<file path="src/sv/threshold_run_peak_detector_defines.svh">
// Assertion macros shared by the threshold run peak detector RTL.
// Has no dependencies. Define NO_ASSERTIONS to compile the checks out.
`ifndef THRESHOLD_RUN_PEAK_DETECTOR_DEFINES_SVH
`define THRESHOLD_RUN_PEAK_DETECTOR_DEFINES_SVH

`ifndef NO_ASSERTIONS

// Property must hold at every clock edge outside reset.
`define TRPD_ASSERT(lbl, clk, rst_n, prop) \
  lbl: assert property (@(posedge clk) disable iff (!rst_n) prop) \
    else $error("threshold_run_peak_detector: assertion failed");

// Condition must never be true outside reset.
`define TRPD_ASSERT_NEVER(lbl, clk, rst_n, cond) \
  lbl: assert property (@(posedge clk) disable iff (!rst_n) !(cond)) \
    else $error("threshold_run_peak_detector: forbidden condition seen");

`else

`define TRPD_ASSERT(lbl, clk, rst_n, prop)
`define TRPD_ASSERT_NEVER(lbl, clk, rst_n, cond)

`endif

`endif

</file>
<file path="src/sv/trpd_pkg.sv">
// Shared types and constants of the threshold run peak detector.
// No dependencies; imported by every module of the block.
package trpd_pkg;

  // Field widths.
  localparam int INDEX_BITS  = 20;
  localparam int SAMPLE_BITS = 16;

  // Stream data widths, rounded up to whole bytes.
  localparam int IN_TDATA_BITS  = ((SAMPLE_BITS + 7) / 8) * 8;
  localparam int RESULT_BITS    = 2 * INDEX_BITS + SAMPLE_BITS;
  localparam int OUT_TDATA_BITS = ((RESULT_BITS + 7) / 8) * 8;

  // Reset value of the threshold: 5.0 in Q8.8.
  localparam logic signed [SAMPLE_BITS-1:0] THRESHOLD_RESET = SAMPLE_BITS'(1280);

  typedef logic signed [SAMPLE_BITS-1:0] sample_t;
  typedef logic [INDEX_BITS-1:0]         index_t;

  // One reported run.
  typedef struct packed {
    sample_t peak_value;
    index_t  fall_index;
    index_t  rise_index;
  } result_t;

endpackage

</file>
<file path="src/sv/trpd_core.sv">
// Run tracking for the threshold run peak detector: compare, peak update, indices.
// Depends on trpd_pkg and the assertion macros header.
`include "threshold_run_peak_detector_defines.svh"

module trpd_core
  import trpd_pkg::*;
(
  input  logic    clk_i,
  input  logic    rst_ni,
  input  logic    accept_i,
  input  sample_t sample_value_i,
  input  logic    window_last_i,
  input  sample_t threshold_i,
  output logic    result_valid_o,
  output result_t result_o
);

  index_t  sample_index_q, sample_index_d;
  sample_t prev_sample_q, prev_sample_d;
  logic    prev_above_q, prev_above_d;
  logic    have_prev_q, have_prev_d;
  logic    run_open_q, run_open_d;
  index_t  run_start_q, run_start_d;
  sample_t run_peak_q, run_peak_d;

  logic   above;
  index_t prev_index;

  assign above      = (sample_value_i >= threshold_i);
  assign prev_index = sample_index_q - index_t'(1);

  // A run closes on the first below sample; report it if its peak qualifies.
  assign result_valid_o = accept_i && have_prev_q && prev_above_q && !above &&
                          run_open_q && (run_peak_q >= threshold_i);
  assign result_o.rise_index = run_start_q;
  assign result_o.fall_index = prev_index;
  assign result_o.peak_value = run_peak_q;

  // Next-state logic for one accepted sample.
  always_comb begin
    sample_index_d = sample_index_q;
    prev_sample_d  = prev_sample_q;
    prev_above_d   = prev_above_q;
    have_prev_d    = have_prev_q;
    run_open_d     = run_open_q;
    run_start_d    = run_start_q;
    run_peak_d     = run_peak_q;
    if (accept_i) begin
      if (have_prev_q) begin
        if (!prev_above_q && above) begin
          run_open_d  = 1'b1;
          run_start_d = prev_index;
          run_peak_d  = prev_sample_q;
        end else if (prev_above_q && above) begin
          if (run_open_q && (prev_sample_q > run_peak_q)) begin
            run_peak_d = prev_sample_q;
          end
        end else if (prev_above_q && !above) begin
          run_open_d = 1'b0;
        end
      end else begin
        run_open_d = 1'b0;
      end
      prev_sample_d  = sample_value_i;
      prev_above_d   = above;
      have_prev_d    = 1'b1;
      sample_index_d = sample_index_q + index_t'(1);
      // Window end clears the position and any open run.
      if (window_last_i) begin
        sample_index_d = '0;
        have_prev_d    = 1'b0;
        run_open_d     = 1'b0;
      end
    end
  end

  // State registers.
  always_ff @(posedge clk_i or negedge rst_ni) begin
    if (!rst_ni) begin
      sample_index_q <= '0;
      prev_sample_q  <= '0;
      prev_above_q   <= 1'b0;
      have_prev_q    <= 1'b0;
      run_open_q     <= 1'b0;
      run_start_q    <= '0;
      run_peak_q     <= '0;
    end else begin
      sample_index_q <= sample_index_d;
      prev_sample_q  <= prev_sample_d;
      prev_above_q   <= prev_above_d;
      have_prev_q    <= have_prev_d;
      run_open_q     <= run_open_d;
      run_start_q    <= run_start_d;
      run_peak_q     <= run_peak_d;
    end
  end

  `TRPD_ASSERT(a_run_needs_prev, clk_i, rst_ni, run_open_q |-> have_prev_q)
  `TRPD_ASSERT(a_last_clears, clk_i, rst_ni,
               (accept_i && window_last_i) |=> (!have_prev_q && !run_open_q &&
                                                sample_index_q == '0))
  `TRPD_ASSERT_NEVER(a_result_without_run, clk_i, rst_ni,
                     result_valid_o && !(run_open_q && prev_above_q))

endmodule

</file>
<file path="src/sv/trpd_skid.sv">
// Two-entry output stage: a result register plus a skid register.
// Depends on trpd_pkg and the assertion macros header.
`include "threshold_run_peak_detector_defines.svh"

module trpd_skid
  import trpd_pkg::*;
(
  input  logic    clk_i,
  input  logic    rst_ni,
  input  logic    in_valid_i,
  input  result_t in_data_i,
  output logic    in_ready_o,
  output logic    out_valid_o,
  output result_t out_data_o,
  input  logic    out_ready_i
);

  logic    main_valid_q, skid_valid_q;
  result_t main_q, skid_q;
  logic    pop;

  assign pop         = main_valid_q && out_ready_i;
  assign in_ready_o  = !skid_valid_q;
  assign out_valid_o = main_valid_q;
  assign out_data_o  = main_q;

  // Control: the skid entry fills only when the main entry is stalled.
  always_ff @(posedge clk_i or negedge rst_ni) begin
    if (!rst_ni) begin
      main_valid_q <= 1'b0;
      skid_valid_q <= 1'b0;
    end else begin
      priority if (pop && skid_valid_q) begin
        skid_valid_q <= 1'b0;
      end else if (pop || !main_valid_q) begin
        main_valid_q <= in_valid_i;
      end else if (in_valid_i) begin
        skid_valid_q <= 1'b1;
      end
    end
  end

  // Payload.
  always_ff @(posedge clk_i) begin
    priority if (pop && skid_valid_q) begin
      main_q <= skid_q;
    end else if (pop || !main_valid_q) begin
      main_q <= in_data_i;
    end else if (in_valid_i) begin
      skid_q <= in_data_i;
    end
  end

  `TRPD_ASSERT(a_skid_implies_main, clk_i, rst_ni, skid_valid_q |-> main_valid_q)
  `TRPD_ASSERT_NEVER(a_push_into_full, clk_i, rst_ni, in_valid_i && skid_valid_q)
  `TRPD_ASSERT(a_skid_drains_to_main, clk_i, rst_ni,
               (pop && skid_valid_q) |=> (main_valid_q && !skid_valid_q))

endmodule

</file>
<file path="src/sv/threshold_run_peak_detector.sv">
// Threshold run peak detector: takes one sample item per clock cycle while the
// output stage has room. A reported run is registered into the output stage
// when the item that closes it is accepted. A two-entry output stage holds
// results while the master side stalls; the slave side keeps taking items until
// both entries are full, so the only limit on rate is the output backpressure.
// The threshold is written through its own channel, which is always ready.
// Depends on trpd_pkg, trpd_core, trpd_skid.
module threshold_run_peak_detector
  import trpd_pkg::*;
(
  input  logic                      clk_i,
  input  logic                      rst_ni,
  // Threshold write channel: level_threshold, signed Q8.8.
  input  logic                      cfg_valid_i,
  output logic                      cfg_ready_o,
  input  logic [SAMPLE_BITS-1:0]    cfg_data_i,
  // Sample stream.
  input  logic                      s_axis_tvalid,
  output logic                      s_axis_tready,
  input  logic [IN_TDATA_BITS-1:0]  s_axis_tdata,  // sample_value
  input  logic                      s_axis_tlast,  // window_last
  // Result stream.
  output logic                      m_axis_tvalid,
  input  logic                      m_axis_tready,
  output logic [OUT_TDATA_BITS-1:0] m_axis_tdata   // rise_index, fall_index, peak_value
);

  sample_t threshold_q;
  logic    accept;
  logic    result_valid;
  result_t result;
  result_t out_result;

  // Threshold register.
  assign cfg_ready_o = 1'b1;
  always_ff @(posedge clk_i or negedge rst_ni) begin
    if (!rst_ni) begin
      threshold_q <= THRESHOLD_RESET;
    end else if (cfg_valid_i) begin
      threshold_q <= cfg_data_i;
    end
  end

  assign accept = s_axis_tvalid && s_axis_tready;

  trpd_core u_core (
    .clk_i          (clk_i),
    .rst_ni         (rst_ni),
    .accept_i       (accept),
    .sample_value_i (sample_t'(s_axis_tdata[SAMPLE_BITS-1:0])),
    .window_last_i  (s_axis_tlast),
    .threshold_i    (threshold_q),
    .result_valid_o (result_valid),
    .result_o       (result)
  );

  trpd_skid u_skid (
    .clk_i       (clk_i),
    .rst_ni      (rst_ni),
    .in_valid_i  (result_valid),
    .in_data_i   (result),
    .in_ready_o  (s_axis_tready),
    .out_valid_o (m_axis_tvalid),
    .out_data_o  (out_result),
    .out_ready_i (m_axis_tready)
  );

  assign m_axis_tdata = OUT_TDATA_BITS'(out_result);

endmodule
</file>
<file path="config.mk">
export PLATFORM = sky130hd
export DESIGN_NAME = threshold_run_peak_detector
export DESIGN_NICKNAME = d
export VERILOG_FILES = /design/src/sv/trpd_pkg.sv /design/src/sv/trpd_core.sv /design/src/sv/trpd_skid.sv /design/src/sv/threshold_run_peak_detector.sv
export VERILOG_INCLUDE_DIRS = /design/src /design/src/sv
export SDC_FILE = /design/constraint.sdc
export NUM_CORES = 1
export LEC_CHECK = 0
export BUFFER_PORTS_ARGS = -buffer_cell sky130_fd_sc_hd__buf_4
export CORE_ASPECT_RATIO = 1.4
export CORE_MARGIN = 2
export CORE_UTILIZATION = 38
export DETAILED_ROUTE_END_ITERATION = 7
export PLACE_DENSITY = 0.63
export SLEW_MARGIN = 0
export SYNTH_ARGS = -nofsm -noshare
export SYNTH_HDL_FRONTEND = slang
export SYNTH_SLANG_ARGS = --single-unit
export TNS_END_PERCENT = 10
</file>
<file path="constraint.sdc">
create_clock -name clk_i -period 6.7 [get_ports clk_i]
set_clock_uncertainty 0.2 [all_clocks]
set_input_delay 0.67 -clock clk_i [delete_from_list [all_inputs] [get_ports clk_i]]
set_output_delay 0.67 -clock clk_i [all_outputs]
set_load 0.02 [all_outputs]
</file>
Yosys cells after proc, flatten, opt, wreduce, memory -nomap -nowiden
Cells that the tools add are included.

Add/subtract/negate cells: 2. Multipliers: 0. Divide/modulo/power cells: 0. $lt $le $gt $ge: 3. Equal/unequal tests: 3. Shifts and indexed selects: 0. Muxes and demuxes: 15. Bitwise operators: 2. Reduce and logical (&&, ||, !) cells: 27.

Operators by type and width (number): $mux W56 (2); $mux W16 (3); $ge A16 B16 Y1 (2); $add A20 B1 Y20 const B (1); $mux W20 (1); $sub A20 B1 Y20 const B (1); $gt A16 B16 Y1 (1); $logic_and A1 B1 Y1 (12); $mux W1 (9); $reduce_and A3 Y1 (3); $ne A4 B4 Y1 const B (2); $reduce_bool A2 Y1 (4); $logic_not A1 Y1 (4); $reduce_and A2 Y1 (2); $reduce_and A4 Y1 (1); $ne A2 B1 Y1 const B (1); $not A1 Y1 (2); $logic_or A1 B1 Y1 (1).

Flip-flop bits (word level): 205. Latch bits: 0. Memory bits (writable): 0. ROM bits: 0. Input bits: 38. Output and inout port bits: 59. Logic and storage cells: 68. Memories: 0.

Depth between registers and ports, before layout
Gate-level depths: netlist (run 1).

Depth in word-level cells: 10. Gate-level depth with buffers: 10. Gate-level depth less buffers: 9.

Modules after synthesis
From an unflattened synthesis (run 1), not the netlist that was laid out.

Cell total of the unflattened synthesis: 858. Area, all modules: 10505.1 um^2.

By module, submodules not included: trpd_core (instances 1, cells each 636, area each 5529.1 um^2, seq. area each 1876.8 um^2); trpd_skid (instances 1, cells each 185, area each 4306.6 um^2, seq. area each 3413.3 um^2); threshold_run_peak_detector (instances 1, cells each 37, area each 669.4 um^2, seq. area each 402.9 um^2).

Worst setup path before layout (run 1)
No wires, ideal clock.

Path kind: input to register. From: in s_axis_tdata[15]. To: reg u_skid.skid_q[0] (netlist bit), enable pin. Library setup time: 470 ps. Arrival time: 4700 ps. Data required time: 6030 ps. Slack: 1330 ps. Cell stages on the path: 8. Path buffers: 0. Cells stage by stage: ha_1 nand4_1 nor2_1 or3_1 or3_1 o21ai_1 nand4_1 nor2_1.

Longest elaborated chain between the ends: 6.

RTL lines: start, declared (line threshold_run_peak_detector.sv:20) `input logic [IN_TDATA_BITS-1:0] s_axis_tdata,`; $ge A16 B16 Y1 (line trpd_core.sv:29) `assign above = (sample_value_i >= threshold_i);`; $logic_not A1 Y1 (line trpd_core.sv:33) `assign result_valid_o = accept_i && have_prev_q && prev_above_q && !above &&`; $logic_and A1 B1 Y1 (2 in a row) (line trpd_core.sv:33); $logic_and A1 B1 Y1 (line trpd_core.sv:34) `run_open_q && (run_peak_q >= threshold_i);`; $reduce_and A3 Y1 (no line); end signal, assigned (line trpd_skid.sv:50) `skid_q <= in_data_i;`; end, declared (line trpd_skid.sv:19) `result_t main_q, skid_q;`.

No other way between the ends. A chain may end at the register's enable or synchronous reset.

Worst setup path after layout (run 1)
From: reg threshold_q[11]. To: reg u_skid.skid_q[3] (netlist bit), enable pin.

Longest elaborated chain between the ends: 6. Elaborated cells between the ends (all ways): 7. Classes of those cells: 2 x order compare; 5 x reduce/logical.

RTL lines: start, declared (line threshold_run_peak_detector.sv:28) `sample_t threshold_q;`; start signal, assigned (line threshold_run_peak_detector.sv:40) `threshold_q <= cfg_data_i;`; $ge A16 B16 Y1 (line trpd_core.sv:29); $logic_not A1 Y1 (line trpd_core.sv:33); $logic_and A1 B1 Y1 (2 in a row) (line trpd_core.sv:33); $logic_and A1 B1 Y1 * (line trpd_core.sv:34); $reduce_and A3 Y1 (no line) *.

Every way passes the cells marked *; elsewhere a longest branch is shown, timed or not.

==> impl_results.md, run 1 <==
* Most frequent cells in the layout: edfxtp_1 (112), buf_4 (102), mux2_2 (94)
* Antenna viol nets, final at 0
* Remaining Overflow, GRT at 0
* Max IR drop VDD at 0.159 mV
* Post-synth EDFFs at 112
* Final Hold Violating Endpoints at 0
* Area Growth Syn to Fin at 18.9%
* Reg clk slew, reported paths at 0.06 ns
* GR Util All Layers at 0.153
* DRC violation count after routing at 0
* Critical path class: reg2reg
* Num ports at 97
* Final setup vio count at 0
* H-tree Lvls at 1
* Non-filler cells in the finished layout at 1145
* Mapped Cells at 720
* # fillers at 2216
* Commonest non-fill, non-tap cell in the layout: edfxtp_1
* Combinational family with the most area after synthesis: multiplexers
* Synth Area in Adders at 0.0668
* Avg Cell Area, Syn at 13.0 um^2
* Syn Nets at 808
* Post-CTS Resized at 0
* # hold bufs at CTS at 1
* Vias/cell at 5.04
* Power per Cell Area at 238 nW/um^2
* Cell accounting for the most synthesized area: edfxtp_1
* Lkg Pwr at 0.00482 uW
* Top cell type's share of synthesized area at 0.359
* Global-route wire length before repair at 31400 um
* Clock latency at the later pin of the worst-skew pair at 0.48 ns
* Max-Cap Viols at 0
* Initial drt markers at 263
* Synth Flop Type: edfxtp_1
* Worst-margin pin slew at 0.955 ns
* Top post-synthesis cells by area: edfxtp_1 (36%), dfrtp_1 (24%), mux2_2 (11%)
* CTS Root Buffer Type: clkbuf_16
* CTS tree: built
* Async set-reset flop share out of synthesis at 0.454
* DR WL/cell at 16.8 um
* Fin nets at 904
* Sink Count at 205
* Nature of the critical path startpoint: flop
* Mux contribution to synthesized area at 0.118
* Core area at 24400 um^2
* IO buf count at 95
* First-pass DRT Iterations at 4
* Dpl hpwl at 12900 um
* Unrepaired setup endpoints after global routing: no
* Max Freq at 0.242 GHz
* Worst setup EP type: flop
* Post-CTS Repair Setup Buffers at 0
* Placed Cells at 1107
* Post-synthesis xor/xnor area fraction at 0.0167
* Mapped cell area at 9360 um^2
* Gp weighted congestion at 0.821
* Crit-path max FO at 36
* Largest net degree at the start of global routing at 57
* CTS Buf Count at 21
* Synth Area in Compound Gates at 0.0736
* Die Area at 25900 um^2
* DIE WIDTH at 137 um
* Outcome: complete, no violations
* Final period util at 0.616
* Max_slew headroom at 0.361
* Via Count at 5771
* Netlist cell types at 50
* Initial antenna violation count at 0
* Yosys warning count at 0
* Vias in the first global route at 5950
* Final min period at 4.13 ns
* Maximum clock path buffer count at 3
* Row cnt at 68
* WP data arrival at 4.05 ns
* Final max-slew violation count at 0
* DIE HEIGHT at 190 um
* Hold Path Class: in2reg
* Initial core utilization at 0.383
* CP Data Required Time at 6.62 ns
* Seq cells post-synth at 205
* Fin Setup TNS at 0 ns
* Routed wire length at 19200 um
* Synth Area in Simple Gates at 0.0833
* Layout cell share with drive strength beyond 1 at 0.293
* # diodes at 0
* Sequential cell area fraction in the yosys report at 0.608
-- cell type report --
cell class / instances / area, um^2 / area share
multi-input cells: 437 / 3370 / 0.303
clock inverters: 9 / 144 / 0.0129
clock buffers: 28 / 572 / 0.0514
well taps: 315 / 394 / 0.0354
flip-flops and latches: 205 / 5690 / 0.512
inverters: 48 / 180 / 0.0162
repair buffers: 103 / 776 / 0.0697
-- power breakdown --
part | switching, uW | total (uW) | internal, uW | leakage, uW
clock network | 468 | 1220 | 752 | 0.000353
registers | 2.56 | 1330 | 1330 | 0.00238
logic | 60.6 | 100 | 39.4 | 0.00209
total | 531 | 2650 | 2120 | 0.00482
-- flip-flops by register name, indices dropped and copies added, names as in the netlist --
name and count:
u_core.have_prev_q 1, u_core.prev_above_q 1, u_core.run_open_q 1, u_skid.skid_q 56, u_core.run_peak_q 16, u_core.sample_index_q 20
u_skid.skid_valid_q 1, u_core.run_start_q 20, u_skid.out_data_o 56, u_core.prev_sample_q 16, threshold_q 16, u_skid.out_valid_o 1
-- worst max-delay path, cell delays in order, from the launching register on --
cell     delay, ns
dfrtp_1       0.35
inv_1         0.13
ha_1          0.27
a21oi_1       0.20
nor2_1        0.06
or3_1         0.36
or3_1         0.41
o21ai_1       0.31
nand4_1       0.28
nor2_4        0.57
buf_4         0.57
-- cells in the mapped netlist, types with 3 or more instances --
master and count:
a2111oi_0 3, a21o_1 6, a21oi_1 23, a31oi_1 6
and2_1 3, and3_1 4, and4_1 3, buf_4 3
clkbuf_1 25, dfrtp_1 91, edfxtp_1 112, ha_1 50
inv_1 48, mux2_2 94, nand2_1 53, nand3_1 10
nand4_1 17, nor2_1 35, nor2b_1 4, nor3_1 6
nor4_1 4, o211ai_1 3, o21ai_0 59, o31ai_1 6
or3_1 4, or4_4 4, xnor2_1 7, xor2_1 9
-- path summary, 6_finish.rpt --
| check | start | end | slack (ns) | cells past startpoint |
|---|---|---|---|---|
| worst min register to register | u_core.run_start_q[6] | u_skid.skid_q[6] | 0.27 | 0 |
| max in group asynchronous | rst_ni | u_core.run_peak_q[9] | 4.65 | 3 |
| worst max-delay path | threshold_q[11] | u_skid.skid_q[3] | 2.57 | 10 |
| min in group asynchronous | rst_ni | u_core.run_peak_q[8] | 0.53 | 2 |
| worst max register to register | threshold_q[11] | u_skid.skid_q[3] | 2.57 | 10 |
| worst min-delay path | cfg_data_i[9] | threshold_q[9] | 0.19 | 3 |
-- through the flow --
step                utilization  area [um^2]  hold slack, ns  power [uW]  setup slack [ns]
finish                    0.456        11100           0.193        2650              2.57
global route              0.456        11100           0.185        2760              2.29
CTS                       0.456        11100           0.167        2690              2.55
detailed placement        0.426        10400           0.254        1460              2.20
global placement          0.426        10400           0.253        1460              2.29
floorplan                     -         9360           0.174        1410              1.33
-- cells by family (layout without fill, tap and decap cells) --
kind of cell | Yosys count | after routing
adder cells (fa/ha/maj) | 50 | 50
other | 1 | 1
buffers and inverters | 78 | 188
flip-flops | 205 | 205
AND/OR/NAND/NOR | 153 | 153
AO/OA/AOI/OAI | 118 | 118
XOR/XNOR | 17 | 17
multiplexers | 98 | 98
-- per-layer routing --
metal,GRT usage,part of all wire
met5,0,0
met4,0.0457,0.023
met3,0.0197,0.037
met2,0.270,0.51
met1,0.195,0.43
Note: power is estimated with default switching activity, not from simulation.
==> inputs of run 2 (changes only) <==
Settings changed: ABC_AREA set to 1, PLACE_DENSITY 0.63 to 0.62.
Clock period 6.7 ns to 3.96 ns, I/O delays scaled along.
==> impl_results.md, run 2 <==
* Initial drt markers at 305 (was 263)
* Final setup vio count at 0 (unchanged)
* CTS Root Buffer Type: clkbuf_16 (unchanged)
* Sequential cell area fraction in the yosys report at 0.599 (was 0.608)
* Outcome: complete, no violations (unchanged)
* Dpl hpwl at 13800 um (was 12900 um)
* Mapped Cells at 913 (was 720)
* Hold Path Class: in2reg (unchanged)
* Layout cell share with drive strength beyond 1 at 0.170 (was 0.293)
* Final period util at 0.767
* Vias/cell at 4.77 (was 5.04)
* CTS tree: built (unchanged)
* Worst hold stages at 5 (was 3)
* Final core occ at 0.469 (was 0.456)
* Max IR drop VDD at 0.373 mV (was 0.159 mV)
* Final max-slew violation count at 0 (unchanged)
* Reg clk slew, reported paths at 0.06 ns (about the same)
* Crit-path max cell delay at 0.53 ns (was 0.57 ns)
* Critical path class: in2reg (was reg2reg)
* Worst R2R Path Depth at 11 (was 10)
* Clock latency at the later pin of the worst-skew pair at 0.49 ns (was 0.48 ns)
* Global-route wire length before repair at 31900 um (was 31400 um)
* Netlist cell types at 41 (was 50)
* Power per Cell Area at 595 nW/um^2 (was 238 nW/um^2)
* Post-synthesis xor/xnor area fraction at 0.0230 (was 0.0167)
* Die Area at 26300 um^2 (was 25900 um^2)
* Routed wire length at 19700 um (was 19200 um)
* Unrepaired setup endpoints after global routing: no (unchanged)
* Post-CTS Resized at 0 (unchanged)
* Synth Area in Compound Gates at 0.0742 (was 0.0736)
* Cell accounting for the most synthesized area: edfxtp_1 (unchanged)
* Mapped cell area at 9510 um^2 (was 9360 um^2)
* Initial antenna violation count at 0 (unchanged)
* Remaining Overflow, GRT at 0 (unchanged)
* Initial core utilization at 0.385 (was 0.383)
* Async set-reset flop share out of synthesis at 0.454 (unchanged)
* R2R setup slack at 0.99 ns (was 2.57 ns)
* Fin Setup TNS at 0 ns (unchanged)
* Met3 usage at 0.0204 (was 0.0197)
* CP cell instances: dlygate4sd3_1 > buf_4 > ha_1 > nand2_1 > nor3_2 > nand2_1 > nand3_1 > nand3_2 > nor2_1 > nand4_1 > inv_2 > buf_4 (was inv_1 > ha_1 > a21oi_1 > nor2_1 > or3_1 > or3_1 > o21ai_1 > nand4_1 > nor2_4 > buf_4)
* CTS Buf Count at 21 (unchanged)
* WP data arrival at 2.97 ns (was 4.05 ns)
* Top cell type's share of synthesized area at 0.354 (was 0.359)
* Sink Count at 205 (unchanged)
* Maximum clock path buffer count at 3 (unchanged)
* Via Count at 6554 (was 5771)
* Synth Area in Adders at 0.0658 (was 0.0668)
* Nature of the critical path startpoint: primary input (was flop)
* Final Hold Violating Endpoints at 0 (unchanged)
* Worst setup EP type: flop (unchanged)
* Top post-synthesis cells by area: edfxtp_1 (35%), dfrtp_1 (24%), nand2_1 (7.7%) (was edfxtp_1 (36%), dfrtp_1 (24%), mux2_2 (11%))
* Crit-path max FO at 36 (unchanged)
* Fin nets at 1134 (was 904)
* Post-synth top cells: nand2_1 (196), edfxtp_1 (112), inv_1 (104) (was edfxtp_1 (112), mux2_2 (94), dfrtp_1 (91))
* Lkg Pwr at 0.00536 uW (was 0.00482 uW)
* Row cnt at 68 (unchanged)
* GR Util All Layers at 0.154 (was 0.153)
* Area Growth Syn to Fin at 21.7% (was 18.9%)
* Max_slew headroom at 0.384 (was 0.361)
* Worst-margin pin slew at 0.924 ns (was 0.955 ns)
* Mux contribution to synthesized area at 0.0249 (was 0.118)
* Commonest non-fill, non-tap cell in the layout: nand2_1 (was edfxtp_1)
* Antenna viol nets, final at 0 (unchanged)
* Synth Flop Type: edfxtp_1 (unchanged)
* First-pass DRT Iterations at 4 (unchanged)
* Worst path buffer plus inverter count at 4 (was 2)
* DIE WIDTH at 138 um (was 137 um)
* Combinational family with the most area after synthesis: simple AND/OR/NAND/NOR gates (was multiplexers)
* Met1 GRT Util at 0.185 (was 0.195)
* Vias in the first global route at 6432 (was 5950)
* Yosys warning count at 0 (unchanged)
* Post-synth EDFFs at 112 (unchanged)
* Largest net degree at the start of global routing at 69 (was 57)
* DR WL/cell at 14.3 um (was 16.8 um)
* Worst Min Path Start: s_axis_tlast (was cfg_data_i[9])
* Syn Nets at 1001 (was 808)
* Max Freq at 0.329 GHz
* Most frequent cells in the layout: nand2_1 (195), edfxtp_1 (112), buf_4 (105) (was edfxtp_1 (112), buf_4 (102), mux2_2 (94))
* CP max stage cell: dlygate4sd3_1 (was nor2_4)
* CP Data Required Time at 3.89 ns (was 6.62 ns)
* Core area at 24700 um^2 (was 24400 um^2)
* CP delay by family, top: buffers and inverters (was simple AND/OR/NAND/NOR gates)
* Final min period at 3.04 ns
* Synth Area in Simple Gates at 0.157 (was 0.0833)
* DRC violation count after routing at 0 (unchanged)
* GRT Max-Usage Layer: met2 (unchanged)
* Grt met2 use at 0.285 (was 0.270)
* Worst min-delay path endpoint: u_core.run_open_q (was threshold_q[9])
* H-tree Lvls at 1 (unchanged)
* Avg Cell Area, Syn at 10.4 um^2 (was 13.0 um^2)
* Reg2reg start: threshold_q[10] (was threshold_q[11])
* DIE HEIGHT at 191 um (was 190 um)
* IO buf count at 95 (unchanged)
* Gp weighted congestion at 0.835 (was 0.821)
* # diodes at 0 (unchanged)
* Most common cell in the synthesized netlist: nand2_1 (was edfxtp_1)
* Seq cells post-synth at 205 (unchanged)
* Num ports at 97 (unchanged)
* Max-Cap Viols at 0 (unchanged)
* Reg2reg end: u_skid.skid_q[36] (was u_skid.skid_q[3])
[run 2: cell types whose count changed after synthesis, sizes merged, moves of 25 or more]
cell | previous run | this run
nand2 | 53 | 200
mux2 | 96 | 21
inv | 48 | 104
a21oi | 23 | 57
nor2 | 35 | 80
nand3 | 11 | 36
[run 2: cells by family (layout without fill, tap and decap cells)]
logic type,Yosys count,after routing
mux,21,21
flops,205,205
simple gates,344,344
fa+ha+maj,50,50
xor+xnor,25,25
buf+inv,134,281
compound gates,133,133
other cells,1,1
[run 2: how the worst max path moves through the flow]
stage	end	cells after the start	startpoint	slack, ns
final	u_skid.skid_q[36]	12	s_axis_tdata[15]	0.92
after global routing	u_skid.skid_q[48]	15	s_axis_tdata[3]	0.66
after CTS	u_skid.skid_q[36]	12	s_axis_tdata[15]	0.92
after detailed placement	u_skid.skid_q[26]	11	s_axis_tdata[15]	0.97
after global placement	u_skid.skid_q[4]	16	s_axis_tdata[3]	1.02
after floorplan	u_skid.skid_q[0]	4	u_skid.out_valid_o	0.39
[run 2: where the power goes]
part	switching [uW]	internal, uW	leakage (uW)
registers	263	2840	0.00230
clock network	792	1140	0.000328
logic	1070	778	0.00273
[run 2: stage by stage]
| stage | cells | hold slack (ns) | area [um^2] | power, uW | worst slack, ns |
|---|---|---|---|---|---|
| finish | 1375 | 0.0693 | 11600 | 6890 | 0.921 |
| CTS | 1375 | 0.0531 | 11600 | 6980 | 0.923 |
| detailed placement | 1304 | 0.254 | 10600 | 5000 | 0.974 |
| global placement | 1304 | 0.256 | 10600 | 4940 | 1.02 |
| floorplan | 913 | -0.0996 | 9510 | 4260 | 0.391 |
| global route | 1375 | 0.0718 | 11600 | 7340 | 0.658 |
[run 2: tightest hold or removal path, stage by stage]
cell	delay, ns
buf_4	0.08
or2_2	0.09
o21bai_1	0.06
nand2_1	0.06
inv_1	0.03
[run 2: layer usage]
metal / routed length [um] / vias to the layer above
li1: - / 3320
met2: 10400 / 113
met4: 388 / 0
met5: 0 / -
met1: 8240 / 3089
met3: 715 / 32
[run 2: cell type report]
cell class	instances	area (um^2)
fill	2334	13100
timing repair buffer	139	1130
sequential	205	5690
inverter	105	394
clock buffer	28	572
clock inverter	9	95.1
tap	315	394
multi-input combinational	574	3300
[run 2: repair_timing]
item                                    CTS  global route
buffers inserted                          0             0
hold buffers                             34             0
endpoints found under the setup margin    0             0
endpoints found under the hold margin    99             0
